===== src/design/rtc_pkg.sv =====
// ----------------------------------------------------------------------------
// rtc_pkg: shared types, constants and BCD helpers
// Register map layout, command codes and the BCD encode/decode functions used
// by the calendar register file.
// ----------------------------------------------------------------------------
package rtc_pkg;

  // total byte map; the 6-bit address reaches at most 64 bytes
  localparam int REGISTER_BYTES = 64;
  localparam int ADDR_W         = 6;
  localparam int MAP_BYTES      = (REGISTER_BYTES > (1 << ADDR_W)) ? (1 << ADDR_W)
                                                                   : REGISTER_BYTES;
  localparam int TIME_BYTES     = 8;
  localparam int TIME_AW        = $clog2(TIME_BYTES);
  localparam int RAM_DEPTH      = (MAP_BYTES > TIME_BYTES) ? (MAP_BYTES - TIME_BYTES) : 1;
  localparam int RAM_AW         = (RAM_DEPTH > 1) ? $clog2(RAM_DEPTH) : 1;

  typedef enum logic [1:0] {
    CMD_TICK  = 2'd0,
    CMD_WRITE = 2'd1,
    CMD_READ  = 2'd2
  } cmd_t;

  // time register byte positions
  localparam logic [TIME_AW-1:0] ADDR_SEC   = TIME_AW'(0);
  localparam logic [TIME_AW-1:0] ADDR_MIN   = TIME_AW'(1);
  localparam logic [TIME_AW-1:0] ADDR_HOUR  = TIME_AW'(2);
  localparam logic [TIME_AW-1:0] ADDR_DOW   = TIME_AW'(3);
  localparam logic [TIME_AW-1:0] ADDR_DATE  = TIME_AW'(4);
  localparam logic [TIME_AW-1:0] ADDR_MONTH = TIME_AW'(5);
  localparam logic [TIME_AW-1:0] ADDR_YEAR  = TIME_AW'(6);

  typedef logic [TIME_BYTES-1:0][7:0] time_regs_t;

  // control, year, month, date, dow, hours, minutes, seconds (halted)
  localparam time_regs_t TIME_RESET = {8'h00, 8'h00, 8'h01, 8'h01,
                                       8'h01, 8'h00, 8'h00, 8'h80};

  localparam logic [7:0] HALT_BIT  = 8'h80;
  localparam logic [7:0] MODE_12H  = 8'h40;
  localparam logic [7:0] PM_BIT    = 8'h20;

  // tens*10 + units, no BCD check (max 165)
  function automatic logic [7:0] bcd_dec(input logic [7:0] v);
    return 8'({1'b0, v[7:4], 3'b000}) + 8'({3'b000, v[7:4], 1'b0}) + 8'({4'h0, v[3:0]});
  endfunction

  // value below 200 to two BCD digits, modulo 100; /10 via *205 >> 11
  function automatic logic [7:0] bcd_enc(input logic [7:0] v);
    logic [6:0]  w;
    logic [14:0] p;
    logic [3:0]  t;
    logic [6:0]  u;
    w = (v >= 8'd100) ? 7'(v - 8'd100) : v[6:0];
    p = 15'(w) * 15'd205;
    t = p[14:11];
    u = w - (7'(t) * 7'd10);
    return {t, u[3:0]};
  endfunction

  function automatic logic [4:0] month_len(input logic [3:0] m, input logic leap);
    logic [4:0] d;
    case (m)
      4'd2:    d = leap ? 5'd29 : 5'd28;
      4'd4:    d = 5'd30;
      4'd6:    d = 5'd30;
      4'd9:    d = 5'd30;
      4'd11:   d = 5'd30;
      default: d = 5'd31;
    endcase
    return d;
  endfunction

endpackage


===== src/design/rtc_if.sv =====
// ----------------------------------------------------------------------------
// rtc_if: request and result channels
// Valid/ready channels carrying one request and one result of the register file.
// ----------------------------------------------------------------------------
interface rtc_in_if;
  logic                       valid;
  logic                       ready;
  logic [1:0]                 command;
  logic [rtc_pkg::ADDR_W-1:0] reg_addr;
  logic [7:0]                 write_data;

  modport source (output valid, command, reg_addr, write_data, input ready);
  modport sink   (input valid, command, reg_addr, write_data, output ready);
endinterface

interface rtc_out_if;
  logic       valid;
  logic       ready;
  logic [7:0] read_data;
  logic       clock_halted;

  modport source (output valid, read_data, clock_halted, input ready);
  modport sink   (input valid, read_data, clock_halted, output ready);
endinterface


===== src/design/rtc_ram.sv =====
// ----------------------------------------------------------------------------
// rtc_ram: generic single-port-write, single-port-read RAM
// One write and one registered read per cycle; read data holds without re.
// ----------------------------------------------------------------------------
module rtc_ram #(
  parameter int WIDTH = 8,
  parameter int DEPTH = 56
) (
  input  logic                                   clk,
  input  logic                                   we,
  input  logic [((DEPTH > 1) ? $clog2(DEPTH) : 1)-1:0] waddr,
  input  logic [WIDTH-1:0]                       wdata,
  input  logic                                   re,
  input  logic [((DEPTH > 1) ? $clog2(DEPTH) : 1)-1:0] raddr,
  output logic [WIDTH-1:0]                       rdata
);

  logic [WIDTH-1:0] mem_r [DEPTH];
  logic [WIDTH-1:0] rdata_r;

  always_ff @(posedge clk) begin
    if (we) begin
      mem_r[waddr] <= wdata;
    end
    if (re) begin
      rdata_r <= mem_r[raddr];
    end
  end

  assign rdata = rdata_r;

endmodule


===== src/design/bcd_rtc_calendar_registers.sv =====
// ----------------------------------------------------------------------------
// bcd_rtc_calendar_registers: BCD real-time clock / calendar register file
// 64-byte map: BCD time and date in bytes 0-6, control in 7, user RAM above.
// ----------------------------------------------------------------------------
//  channel | dir | handshake     | payload
//  in_req  | in  | valid / ready | command, reg_addr, write_data
//  out_rsp | out | valid / ready | read_data, clock_halted
//
//  One request per cycle sustained while out_rsp.ready stays high; the result
//  is registered in the request register, then in the result register.
//  User RAM access is issued at accept; its read port sets the first stage.
//  Synchronous reset loads the time defaults (clock halted) and clears RAM
//  valid bits, so unwritten RAM reads as zero.
//  A stalled result holds the request stage; in_req.ready drops only when
//  both stages are full and out_rsp.ready is low.
// ----------------------------------------------------------------------------
module bcd_rtc_calendar_registers (
  input  logic             clk,
  input  logic             rst_n,
  rtc_in_if.sink           in_req,
  rtc_out_if.source        out_rsp
);

  // request stage
  logic                               s1_valid_r;
  rtc_pkg::cmd_t                      s1_cmd_r;
  logic [rtc_pkg::ADDR_W-1:0]         s1_addr_r;
  logic [7:0]                         s1_data_r;
  logic                               s1_ram_vld_r;
  logic                               s1_adv;

  // result stage
  logic                               out_valid_r;
  logic [7:0]                         out_rd_r;
  logic                               out_halt_r;

  rtc_pkg::time_regs_t                tr_r;
  rtc_pkg::time_regs_t                tr_nxt;
  rtc_pkg::time_regs_t                tick_regs;
  logic [rtc_pkg::RAM_DEPTH-1:0]      ram_vld_r;

  logic                               in_acc;
  logic                               in_is_ram;
  logic [rtc_pkg::RAM_AW-1:0]         ram_idx;
  logic                               ram_we;
  logic [7:0]                         ram_rdata;
  logic                               s1_is_time;
  logic                               s1_is_ram;
  logic [7:0]                         rd_nxt;

  // tick datapath
  logic [7:0] sec_i, min_i;
  logic       sec_wrap, min_wrap;
  logic [7:0] hr, hr_nxt;
  logic [4:0] h12;
  logic [5:0] h24_i;
  logic [7:0] h12_i;
  logic       pm_n, day_carry;
  logic [7:0] dom_i, mon, mon_i, yr;
  logic       leap;
  logic [4:0] limit;
  logic [7:0] dow_n, date_n, mon_n, yr_n;

  assign s1_adv       = s1_valid_r && (!out_valid_r || out_rsp.ready);
  assign in_req.ready = !s1_valid_r || s1_adv;
  assign in_acc       = in_req.valid && in_req.ready;

  assign in_is_ram = (in_req.reg_addr >= rtc_pkg::ADDR_W'(rtc_pkg::TIME_BYTES)) &&
                     ({1'b0, in_req.reg_addr} < (rtc_pkg::ADDR_W + 1)'(rtc_pkg::MAP_BYTES));
  assign ram_idx   = rtc_pkg::RAM_AW'(in_req.reg_addr -
                                      rtc_pkg::ADDR_W'(rtc_pkg::TIME_BYTES));
  assign ram_we    = in_acc && in_is_ram &&
                     (rtc_pkg::cmd_t'(in_req.command) == rtc_pkg::CMD_WRITE);

  rtc_ram #(
    .WIDTH (8),
    .DEPTH (rtc_pkg::RAM_DEPTH)
  ) u_ram (
    .clk   (clk),
    .we    (ram_we),
    .waddr (ram_idx),
    .wdata (in_req.write_data),
    .re    (in_acc),
    .raddr (ram_idx),
    .rdata (ram_rdata)
  );

  always_ff @(posedge clk) begin
    if (!rst_n) begin
      ram_vld_r <= '0;
    end else if (ram_we) begin
      ram_vld_r[ram_idx] <= 1'b1;
    end
  end

  always_ff @(posedge clk) begin
    if (!rst_n) begin
      s1_valid_r <= 1'b0;
    end else if (in_req.ready) begin
      s1_valid_r <= in_req.valid;
    end
  end

  always_ff @(posedge clk) begin
    if (in_acc) begin
      s1_cmd_r     <= rtc_pkg::cmd_t'(in_req.command);
      s1_addr_r    <= in_req.reg_addr;
      s1_data_r    <= in_req.write_data;
      s1_ram_vld_r <= in_is_ram && ram_vld_r[ram_idx];
    end
  end

  // one-second advance with full carry, unless the halt bit is set
  always_comb begin
    tick_regs = tr_r;

    sec_i    = rtc_pkg::bcd_dec(tr_r[rtc_pkg::ADDR_SEC]) + 8'd1;
    sec_wrap = sec_i >= 8'd60;
    min_i    = rtc_pkg::bcd_dec(tr_r[rtc_pkg::ADDR_MIN]) + 8'd1;
    min_wrap = min_i >= 8'd60;

    hr    = tr_r[rtc_pkg::ADDR_HOUR];
    h12   = hr[4] ? (5'd10 + 5'({1'b0, hr[3:0]})) : 5'({1'b0, hr[3:0]});
    h24_i = 6'(rtc_pkg::bcd_dec({2'b00, hr[5:0]})) + 6'd1;
    pm_n  = hr[5];
    day_carry = 1'b0;
    if ((hr & rtc_pkg::MODE_12H) != 8'h00) begin
      if (h12 == 5'd11) begin
        h12_i     = 8'd12;
        day_carry = hr[5];
        pm_n      = !hr[5];
      end else if (h12 >= 5'd12) begin
        h12_i = 8'd1;
      end else begin
        h12_i = 8'(h12) + 8'd1;
      end
      hr_nxt = rtc_pkg::bcd_enc(h12_i) | rtc_pkg::MODE_12H |
               (pm_n ? rtc_pkg::PM_BIT : 8'h00);
    end else begin
      h12_i = 8'd0;
      if (h24_i < 6'd24) begin
        hr_nxt = rtc_pkg::bcd_enc(8'(h24_i));
      end else begin
        hr_nxt    = 8'h00;
        day_carry = 1'b1;
      end
    end

    dow_n = ((tr_r[rtc_pkg::ADDR_DOW] >= 8'd1) && (tr_r[rtc_pkg::ADDR_DOW] <= 8'd6)) ?
            tr_r[rtc_pkg::ADDR_DOW] + 8'd1 : 8'd1;
    dom_i = rtc_pkg::bcd_dec(tr_r[rtc_pkg::ADDR_DATE]) + 8'd1;
    mon   = rtc_pkg::bcd_dec(tr_r[rtc_pkg::ADDR_MONTH]);
    mon_i = mon + 8'd1;
    yr    = rtc_pkg::bcd_dec(tr_r[rtc_pkg::ADDR_YEAR]);
    // years 2000..2165: divisible by four, except 2100
    leap  = (yr[1:0] == 2'b00) && (yr != 8'd100);
    limit = ((mon >= 8'd1) && (mon <= 8'd12)) ? rtc_pkg::month_len(mon[3:0], leap) : 5'd31;

    date_n = rtc_pkg::bcd_enc(dom_i);
    mon_n  = tr_r[rtc_pkg::ADDR_MONTH];
    yr_n   = tr_r[rtc_pkg::ADDR_YEAR];
    if (dom_i > 8'(limit)) begin
      date_n = 8'h01;
      if (mon_i <= 8'd12) begin
        mon_n = rtc_pkg::bcd_enc(mon_i);
      end else begin
        mon_n = 8'h01;
        yr_n  = rtc_pkg::bcd_enc(yr + 8'd1);
      end
    end

    if ((tr_r[rtc_pkg::ADDR_SEC] & rtc_pkg::HALT_BIT) == 8'h00) begin
      tick_regs[rtc_pkg::ADDR_SEC] = sec_wrap ? 8'h00 : rtc_pkg::bcd_enc(sec_i);
      if (sec_wrap) begin
        tick_regs[rtc_pkg::ADDR_MIN] = min_wrap ? 8'h00 : rtc_pkg::bcd_enc(min_i);
        if (min_wrap) begin
          tick_regs[rtc_pkg::ADDR_HOUR] = hr_nxt;
          if (day_carry) begin
            tick_regs[rtc_pkg::ADDR_DOW]   = dow_n;
            tick_regs[rtc_pkg::ADDR_DATE]  = date_n;
            tick_regs[rtc_pkg::ADDR_MONTH] = mon_n;
            tick_regs[rtc_pkg::ADDR_YEAR]  = yr_n;
          end
        end
      end
    end
  end

  assign s1_is_time = s1_addr_r < rtc_pkg::ADDR_W'(rtc_pkg::TIME_BYTES);
  assign s1_is_ram  = !s1_is_time &&
                      ({1'b0, s1_addr_r} < (rtc_pkg::ADDR_W + 1)'(rtc_pkg::MAP_BYTES));

  // execute the request in stage 1
  always_comb begin
    tr_nxt = tr_r;
    rd_nxt = 8'h00;
    case (s1_cmd_r)
      rtc_pkg::CMD_TICK: begin
        tr_nxt = tick_regs;
        rd_nxt = tick_regs[rtc_pkg::ADDR_SEC];
      end
      rtc_pkg::CMD_WRITE: begin
        if (s1_is_time) begin
          tr_nxt[s1_addr_r[rtc_pkg::TIME_AW-1:0]] = s1_data_r;
          rd_nxt = s1_data_r;
        end else if (s1_is_ram) begin
          rd_nxt = s1_data_r;
        end
      end
      default: begin
        if (s1_is_time) begin
          rd_nxt = tr_r[s1_addr_r[rtc_pkg::TIME_AW-1:0]];
        end else if (s1_is_ram && s1_ram_vld_r) begin
          rd_nxt = ram_rdata;
        end
      end
    endcase
  end

  always_ff @(posedge clk) begin
    if (!rst_n) begin
      tr_r <= rtc_pkg::TIME_RESET;
    end else if (s1_adv) begin
      tr_r <= tr_nxt;
    end
  end

  always_ff @(posedge clk) begin
    if (!rst_n) begin
      out_valid_r <= 1'b0;
    end else if (!out_valid_r || out_rsp.ready) begin
      out_valid_r <= s1_valid_r;
    end
  end

  always_ff @(posedge clk) begin
    if (s1_adv) begin
      out_rd_r   <= rd_nxt;
      out_halt_r <= tr_nxt[rtc_pkg::ADDR_SEC][7];
    end
  end

  assign out_rsp.valid        = out_valid_r;
  assign out_rsp.read_data    = out_rd_r;
  assign out_rsp.clock_halted = out_halt_r;

endmodule


===== src/flat_wrapper.sv =====
// flat-port wrapper written by rule: the top's interface ports become plain ports
module bcd_rtc_calendar_registers_flat 
  (clk, rst_n, in_req_valid, in_req_command, in_req_reg_addr, in_req_write_data, in_req_ready, out_rsp_valid, out_rsp_read_data, out_rsp_clock_halted, out_rsp_ready);
  rtc_in_if in_req_i ();
  rtc_out_if out_rsp_i ();
  input  logic clk;
  input  logic rst_n;
  input wire logic [$bits(in_req_i.valid)-1:0] in_req_valid;
  input wire logic [$bits(in_req_i.command)-1:0] in_req_command;
  input wire logic [$bits(in_req_i.reg_addr)-1:0] in_req_reg_addr;
  input wire logic [$bits(in_req_i.write_data)-1:0] in_req_write_data;
  output wire logic [$bits(in_req_i.ready)-1:0] in_req_ready;
  output wire logic [$bits(out_rsp_i.valid)-1:0] out_rsp_valid;
  output wire logic [$bits(out_rsp_i.read_data)-1:0] out_rsp_read_data;
  output wire logic [$bits(out_rsp_i.clock_halted)-1:0] out_rsp_clock_halted;
  input wire logic [$bits(out_rsp_i.ready)-1:0] out_rsp_ready;
  assign in_req_i.valid = in_req_valid;
  assign in_req_i.command = in_req_command;
  assign in_req_i.reg_addr = in_req_reg_addr;
  assign in_req_i.write_data = in_req_write_data;
  assign in_req_ready = in_req_i.ready;
  assign out_rsp_valid = out_rsp_i.valid;
  assign out_rsp_read_data = out_rsp_i.read_data;
  assign out_rsp_clock_halted = out_rsp_i.clock_halted;
  assign out_rsp_i.ready = out_rsp_ready;
  bcd_rtc_calendar_registers u_core (.clk(clk), .rst_n(rst_n), .in_req(in_req_i), .out_rsp(out_rsp_i));
endmodule

===== config.mk =====
export PLATFORM = sky130hd
export DESIGN_NAME = bcd_rtc_calendar_registers_flat
export DESIGN_NICKNAME = d
export VERILOG_FILES = /design/src/design/rtc_pkg.sv /design/src/design/rtc_if.sv /design/src/design/rtc_ram.sv /design/src/design/bcd_rtc_calendar_registers.sv /design/src/flat_wrapper.sv
export SDC_FILE = /design/constraint.sdc
export NUM_CORES = 1
export LEC_CHECK = 0
export ABC_AREA = 1
export BUFFER_PORTS_ARGS = -buffer_cell sky130_fd_sc_hd__buf_2
export CORE_ASPECT_RATIO = 0.8
export CORE_MARGIN = 1
export CORE_UTILIZATION = 40
export DETAILED_ROUTE_END_ITERATION = 8
export SLEW_MARGIN = 20
export SYNTH_ARGS = -nofsm -noshare
export SYNTH_HDL_FRONTEND = slang
export SYNTH_HIERARCHICAL = 1
export SYNTH_SLANG_ARGS = --single-unit
export TNS_END_PERCENT = 1

===== constraint.sdc =====
create_clock -name clk -period 9.4 [get_ports clk]
set_clock_uncertainty 0.1 [all_clocks]
set_input_delay 0.94 -clock clk [delete_from_list [all_inputs] [get_ports clk]]
set_output_delay 0.94 -clock clk [all_outputs]
set_load 0.005 [all_outputs]

==> results of run 1 <==
## final cells by class
| cell class | count | area (sq um) |
|---|---|---|
| fillers | 8478 | 49000 |
| multi-input cells | 2660 | 16100 |
| inverters | 536 | 2020 |
| repair buffers | 61 | 409 |
| flip-flops and latches | 604 | 16900 |
| clock buffers | 81 | 1770 |
| well taps | 1188 | 1490 |
| clock inverters | 34 | 313 |
## flip-flops by register name, indices dropped and copies added (netlist names)
signal / flops
u_core/s1_cmd_r: 2
u_core/out_rsp.clock_halted: 1
u_core/tick_regs: 8
u_core/out_rsp.read_data: 8
u_core/hr: 8
u_core/s1_data_r: 8
u_core/tr_r: 48
u_core/s1_valid_r: 1
u_core/ram_vld_r: 56
u_core/s1_addr_r: 6
u_core/s1_ram_vld_r: 1
u_core/out_rsp.valid: 1
u_core/u_ram/mem_r: 448
u_core/u_ram/rdata: 8
## layout by cell type, fill, tap and decap left out, drive strengths merged, types with 4 or more instances in the layout
| master | instances |
|---|---|
| a22oi | 10 |
| nand2 | 889 |
| edfxtp | 482 |
| a31oi | 15 |
| or2 | 12 |
| o41ai | 6 |
| inv | 530 |
| xnor2 | 10 |
| o221ai | 5 |
| conb | 9 |
| o22ai | 44 |
| nand3 | 433 |
| nand3b | 5 |
| o2111ai | 6 |
| fa | 69 |
| clkbuf | 81 |
| bufinv | 4 |
| dfxtp | 122 |
| a221oi | 8 |
| nor3 | 39 |
| o211ai | 8 |
| nor4 | 5 |
| nor2 | 239 |
| o21ai | 207 |
| a211oi | 5 |
| xor2 | 50 |
| and2 | 4 |
| buf | 61 |
| ha | 306 |
| and3 | 9 |
| o21a | 5 |
| clkinv | 35 |
| nand4 | 22 |
| a21oi | 208 |
| o21bai | 7 |
| o31ai | 4 |
## stage by stage
step	cells	hold WS [ns]	worst slack (ns)
final	5164	0.354	1.78
after global routing	5164	0.366	1.12
after CTS	5164	0.355	1.80
after detailed placement	5049	0.346	1.82
after global placement	5049	0.341	1.91
after floorplan	3935	0.331	2.73
## final timing paths
kind	cells past startpoint	from	to
hold reg to reg	2	u_core/ram_vld_r[53]	u_core/ram_vld_r[53]
setup reg to reg	34	u_core/tr_r[6]	u_core/out_rsp.read_data[2]
setup / recovery	34	u_core/tr_r[6]	u_core/out_rsp.read_data[2]
hold / removal	2	u_core/ram_vld_r[53]	u_core/ram_vld_r[53]
## per-layer routing
metal	track usage	routed length (um)	vias up
li1	-	-	13254
met1	0.310	45400	12771
met2	0.298	38900	858
met3	0.0341	6380	131
met4	0.0556	2010	4
met5	0	26	-
## logic make-up after synthesis
family | count (synthesis) | share of synthesized area
flops | 604 | 0.473
other cells | 2 | 0.000210
fa+ha+maj | 375 | 0.146
xor+xnor | 63 | 0.0172
compound gates | 550 | 0.0874
buf+inv | 671 | 0.0774
simple gates | 1663 | 0.199
## power groups by stage
stage | logic (mW) | clock network, mW | registers [mW]
floorplan | 0.762 | 0 | 2.98
global placement | 1.05 | 0 | 2.99
detailed placement | 1.06 | 0 | 2.99
CTS | 1.07 | 2.58 | 2.93
global route | 1.23 | 2.69 | 2.93
finish | 1.08 | 2.53 | 2.93
## worst max-delay path: cells and delay by family, from the launching register on
kind	cells	cell delay (ns)
simple gates	7	0.62
compound gates	6	1.17
buf+inv	9	0.71
xor+xnor	3	0.86
flops	1	0.38
fa+ha+maj	9	3.52
==> out/qor.yml, run 1 <==
clock_network:
  hold_buffers: 0
  clock_latency_ns: 0.61
  cts_setup_buffers: 0
  cts_root_buf: "clkbuf_16"
  clk_pin_slew_ns: 0.06
  cts_resized: 0
  clockBufferDepth: 3
  htreeDepth: 3
  numCtsBuffers: 68
  cts_tree: "built"
  cts.sinks: 604
cells_and_area:
  syn2layout_area_growth_pct: 9.14
  diodes: 0
  layout-drive-gt1-share: 0.0526
  fin_util: 0.443
  final_nets: 4326
  fin_area_sq_mm: 0.0390
synth:
  ys_dominant_reg_cell: "edfxtp_1"
  synth_top_area_share: 0.405
  syn_inst: 3928
  yosys.cell_types.count: 73
  synth_commonest_cells: "nand2_1, inv_1, edfxtp_1"
  synth_seq_area_share: 0.473
  yosys_warnings: 6
  synth_seq_cells: 604
  syn_area_per_cell_sq_um: 9.10
  synth_most_common_cell: "nand2_1"
  synth.area.top_cells: "edfxtp_1, ha_1, nand2_1, dfxtp_1, nand3_1"
  async_flop_share: 0
  synth_top_cell_by_area: "edfxtp_1"
  syn-cell-area_sq_mm: 0.0357
  synth-edff-count: 482
worst_setup_path:
  critical_path.max_stage_delay_ns: 0.52
  rrSetupSlack_ns: 1.78
  cp-start-kind: "register"
  crit_path_end_kind: "register"
  cp_slowest_cell: "fa_1"
  path_class: "register to register"
  crit_fanout: 5
  arrival_ns: 7.87
  crit_path_frequent_cell: "inv_1"
  required_ns: 9.64
pwr:
  power_frac_seq: 0.448
  ir_drop_mv: 0.190
  intPower_mw: 4.73
  p_total_mw: 6.54
  leakage_nw: 17.0
  pwr-share-clk: 0.387
  sw_frac_of_total: 0.277
  power_density_mw_per_mm2: 168
  p_sw_mw: 1.81
  comb_power_share: 0.165
grt:
  grt_max_degree: 192
  grt_usage: 0.204
  antenna_found_initial: 2
  grt_overflow: 0
  grt_pass1_wl_mm: 146
  grt_pass1_vias: 25583
routing:
  via_per_inst: 5.23
  drtAntennaViolNets: 0
  vias: 27018
  drtIter0Drc: 2589
  drtPass1Iterations: 5
  wl_per_cell_um: 18.0
  routed_wirelength_mm: 92.8
  remaining_drc_errors: 0
timing:
  period_share: 0.811
  period_minus_slack_ns: 7.62
  hold_viol: 0
  setup_viol: 0
  relSlewSlack: 0.281
  finalSetupTns_ns: 0
  rsz0062_at_grt: "no"
  tightestPinTransition_ns: 1.07
  max_freq_mhz: 131
  slew_violations: 0
placement:
  gp_congestion: 0.941
  dpl_cell_area_sq_mm: 0.0369
  dp_hpwl_mm: 62.0
  io_buffers: 30
floorplanning:
  die_y_um: 269
  boundaryPins: 31
  core_sq_mm: 0.0880
  num_rows: 97
  start_util: 0.406
  die_x_um: 336
  design.die.area_sq_mm: 0.0905
outcome:
  status: "complete, no violations"
worst_hold_path:
  min_path_type: "register to register"
run:
  max_cap_viol_count: 0
(Power assumes the default switching activity.)
==> run 2, diff against run 1 <==
--- a/config.mk
+++ b/config.mk
@@ -5,7 +5,7 @@
 export SDC_FILE = /design/constraint.sdc
 export NUM_CORES = 1
 export LEC_CHECK = 0
-export ABC_AREA = 1
+export ABC_AREA = 0
 export BUFFER_PORTS_ARGS = -buffer_cell sky130_fd_sc_hd__buf_2
 export CORE_ASPECT_RATIO = 0.8
 export CORE_MARGIN = 1
==> constraint.sdc (replaced) <==
create_clock -name clk -period 6.74 [get_ports clk]
set_clock_uncertainty 0.1 [all_clocks]
set_input_delay 0.674 -clock clk [delete_from_list [all_inputs] [get_ports clk]]
set_output_delay 0.674 -clock clk [all_outputs]
set_load 0.005 [all_outputs]
==> out/qor.yml, run 2 <==
outcome:
  status: "finished, violations left"
  violations: "negative setup slack"
synth:
  yosys.cell_types.count: 102  # +40%
  synth-edff-count: 482  # unchanged
  synth_commonest_cells: "edfxtp_1, ha_1, nor2_1"
  synth_top_area_share: 0.413  # +0.00831
  syn_area_per_cell_sq_um: 12.0  # +32%
  synth_seq_area_share: 0.483  # +0.00971
  synth_seq_cells: 604  # unchanged
  yosys_warnings: 6  # unchanged
  syn_inst: 2914  # -26%
  async_flop_share: 0  # unchanged
  synth.area.top_cells: "edfxtp_1, ha_1, dfxtp_1, mux4_2, fa_1"
  synth_most_common_cell: "edfxtp_1"
  synth_top_cell_by_area: "edfxtp_1"
  syn-cell-area_sq_mm: 0.0350  # -2.0%
  ys_dominant_reg_cell: "edfxtp_1"
grt:
  grt_pass1_wl_mm: 142  # -2.8%
  grt_max_degree: 102  # -47%
  grt_overflow: 0  # unchanged
  grt_usage: 0.204  # about the same
  grt_pass1_vias: 24979  # -2.4%
  antenna_found_initial: 2  # unchanged
timing:
  worst_slack_ns: -0.849  # -2.62 ns
  slew_violations: 0  # unchanged
  rsz0062_at_grt: "yes"
  tightestPinTransition_ns: 1.08  # +0.0121 ns
  setup_viol: 23  # +23
  max_freq_mhz: 132  # +0.46%
  finalSetupTns_ns: -9.40  # -9.40 ns
  relSlewSlack: 0.271  # -0.0103
  period_share: 1.13  # +0.315
  period_minus_slack_ns: 7.59  # -0.0352 ns
  hold_viol: 0  # unchanged
routing:
  wl_per_cell_um: 20.7  # +15%
  vias: 24874  # -7.9%
  remaining_drc_errors: 0  # unchanged
  drtIter0Drc: 2387  # -7.8%
  drtAntennaViolNets: 0  # unchanged
  drtPass1Iterations: 6  # +1
  routed_wirelength_mm: 91.0  # -1.9%
  via_per_inst: 5.66  # +8.2%
placement:
  io_buffers: 30  # unchanged
  dp.cells: 4238  # -16%
  gp_congestion: 0.900  # -4.3%
  dp_hpwl_mm: 63.1  # +1.8%
pwr:
  pwr-share-clk: 0.417  # +0.030
  p_sw_mw: 1.84  # +1.3%
  power_frac_seq: 0.514  # +0.066
  comb_power_share: 0.069  # -0.096
  power_density_mw_per_mm2: 192  # +14%
  sw_frac_of_total: 0.231  # -0.0460
  intPower_mw: 6.10  # +29%
  ir_drop_mv: 0.286  # +50%
  leakage_nw: 16.4  # -3.0%
floorplanning:
  design.die.area_sq_mm: 0.0887  # -2.0%
  num_rows: 96  # -1.0%
  die_x_um: 333  # -1.0%
  start_util: 0.406  # about the same
  boundaryPins: 31  # unchanged
  core_sq_mm: 0.0862  # -2.0%
  die_y_um: 267  # -1.0%
worst_hold_path:
  min_to: "u_core/s1_cmd_r[0]"
  hold_depth: 1  # -1
  min_path_type: "input port to register"
  min_from: "in_req_command[0]"
clock_network:
  clockBufferDepth: 3  # unchanged
  htreeDepth: 2  # -1
  numCtsBuffers: 61  # -10%
  cts_tree: "built"
  cts.sinks: 604  # unchanged
  clk_pin_slew_ns: 0.07  # about the same
  hold_buffers: 0  # unchanged
  cts_root_buf: "clkbuf_16"
  clock_latency_ns: 0.64  # +0.03 ns
cells_and_area:
  top_register: "u_core/u_ram/mem_r"
  largest_register_ffs: 448  # unchanged
  fin_cells: 4395  # -15%
  final_cell_mix: "edfxtp_1, buf_4, nor2_1"
  fin_util: 0.480  # +0.0368
  syn2layout_area_growth_pct: 18.2
  largestRegisters: "u_core/u_ram/mem_r (448), u_core/ram_vld_r (56), u_core/tr_r (48)"
  diodes: 0  # unchanged
  layout-drive-gt1-share: 0.230  # +0.177
  mostFrequentLayoutCell: "edfxtp_1"
  fill_cells: 7571  # -11%
  final_nets: 3610  # -17%
worst_setup_path:
  cp_slowest_cell: "fa_1"
  reg2reg_from: "u_core/tr_r[14]"
  crit_fanout: 3  # -2
  crit_path_frequent_cell: "buf_4"
  path_class: "register to register"
  rrSetupSlack_ns: -0.85  # -2.62 ns
  arrival_ns: 8.00  # +0.13 ns
  crit_path_end_kind: "register"
  reg2reg_to: "u_core/tr_r[11]"
  r2r_cells: 44  # +29%
  required_ns: 7.15  # -2.49 ns
  critical_path.max_stage_delay_ns: 0.59  # +0.07 ns
  cp-start-kind: "register"
run:
  max_cap_viol_count: 0  # unchanged
==> run 2: cell families after synthesis <==
logic type | share of synthesized area
multiplexers | 0.100
flip-flops | 0.483
other | 0.000214
buffers and inverters | 0.0437
adder cells (fa/ha/maj) | 0.149
AND/OR/NAND/NOR | 0.0960
AO/OA/AOI/OAI | 0.105
XOR/XNOR | 0.0229
==> run 2: what timing repair did <==
action / in CTS / in global routing
resized for setup: 76 / 46
pin swaps: 62 / 31
endpoints found under the setup margin: 43 / 44
buffers inserted: 38 / 3
==> run 2: area by class of cell <==
| class | instances | area (sq um) | area share |
|---|---|---|---|
| well taps | 1127 | 1410 | 0.0341 |
| clock buffers | 80 | 1660 | 0.0401 |
| clock inverters | 36 | 319 | 0.00771 |
| flip-flops and latches | 604 | 16900 | 0.409 |
| repair buffers | 363 | 2690 | 0.0649 |
| inverters | 229 | 860 | 0.0208 |
| multi-input cells | 1956 | 17500 | 0.423 |
==> run 2: worst max-delay path by stage <==
| stage | start | endpoint | slack [ns] | cells after the start |
|---|---|---|---|---|
| floorplan | u_core/tr_r[12] | u_core/tr_r[11] | -0.55 | 35 |
| global placement | u_core/tr_r[12] | u_core/tr_r[11] | -0.86 | 35 |
| detailed placement | u_core/tr_r[12] | u_core/tr_r[11] | -0.99 | 36 |
| CTS | u_core/tr_r[51] | u_core/tr_r[51] | -0.66 | 36 |
| global route | u_core/tr_r[14] | u_core/tr_r[11] | -1.09 | 44 |
| finish | u_core/tr_r[14] | u_core/tr_r[11] | -0.85 | 44 |
==> run 2: power by group through the flow <==
stage               Combinational, mW  Sequential (mW)  Clock, mW
floorplan                       0.351             4.13          0
global placement                0.521             4.16          0
detailed placement              0.534             4.16          0
CTS                             0.541             4.08       3.38
global route                    0.592             4.08       3.51
finish                          0.547             4.08       3.31
==> run 2: metrics by stage <==
step           hold WS (ns)  cell area (sq um)  worst slack (ns)  power, mW
2_1_floorplan         0.331              35300            -0.553       4.49
3_3_place_gp          0.344              38500            -0.858       4.68
3_5_place_dp          0.354              38500            -0.988       4.69
4_1_cts               0.139              41100            -0.664       8.00
5_1_grt               0.145              41400             -1.09       8.19
6_report              0.168              41400            -0.849       7.94
==> run 2: critical path: cells and delay by family, from the launching register on <==
family                   cells  cell delay, ns
buffers and inverters       28            3.36
adder cells (fa/ha/maj)      5            1.55
AND/OR/NAND/NOR              2            0.68
flip-flops                   1            0.34
XOR/XNOR                     5            0.83
AO/OA/AOI/OAI                4            0.61
==> run 2: per-layer routing <==
| layer | up-vias | global-route usage | part of all wire |
|---|---|---|---|
| met5 | - | 0 | 0.00014 |
| met4 | 2 | 0.0559 | 0.023 |
| met3 | 143 | 0.0293 | 0.063 |
| met2 | 873 | 0.323 | 0.46 |
| met1 | 12424 | 0.293 | 0.46 |
| li1 | 11432 | - | - |
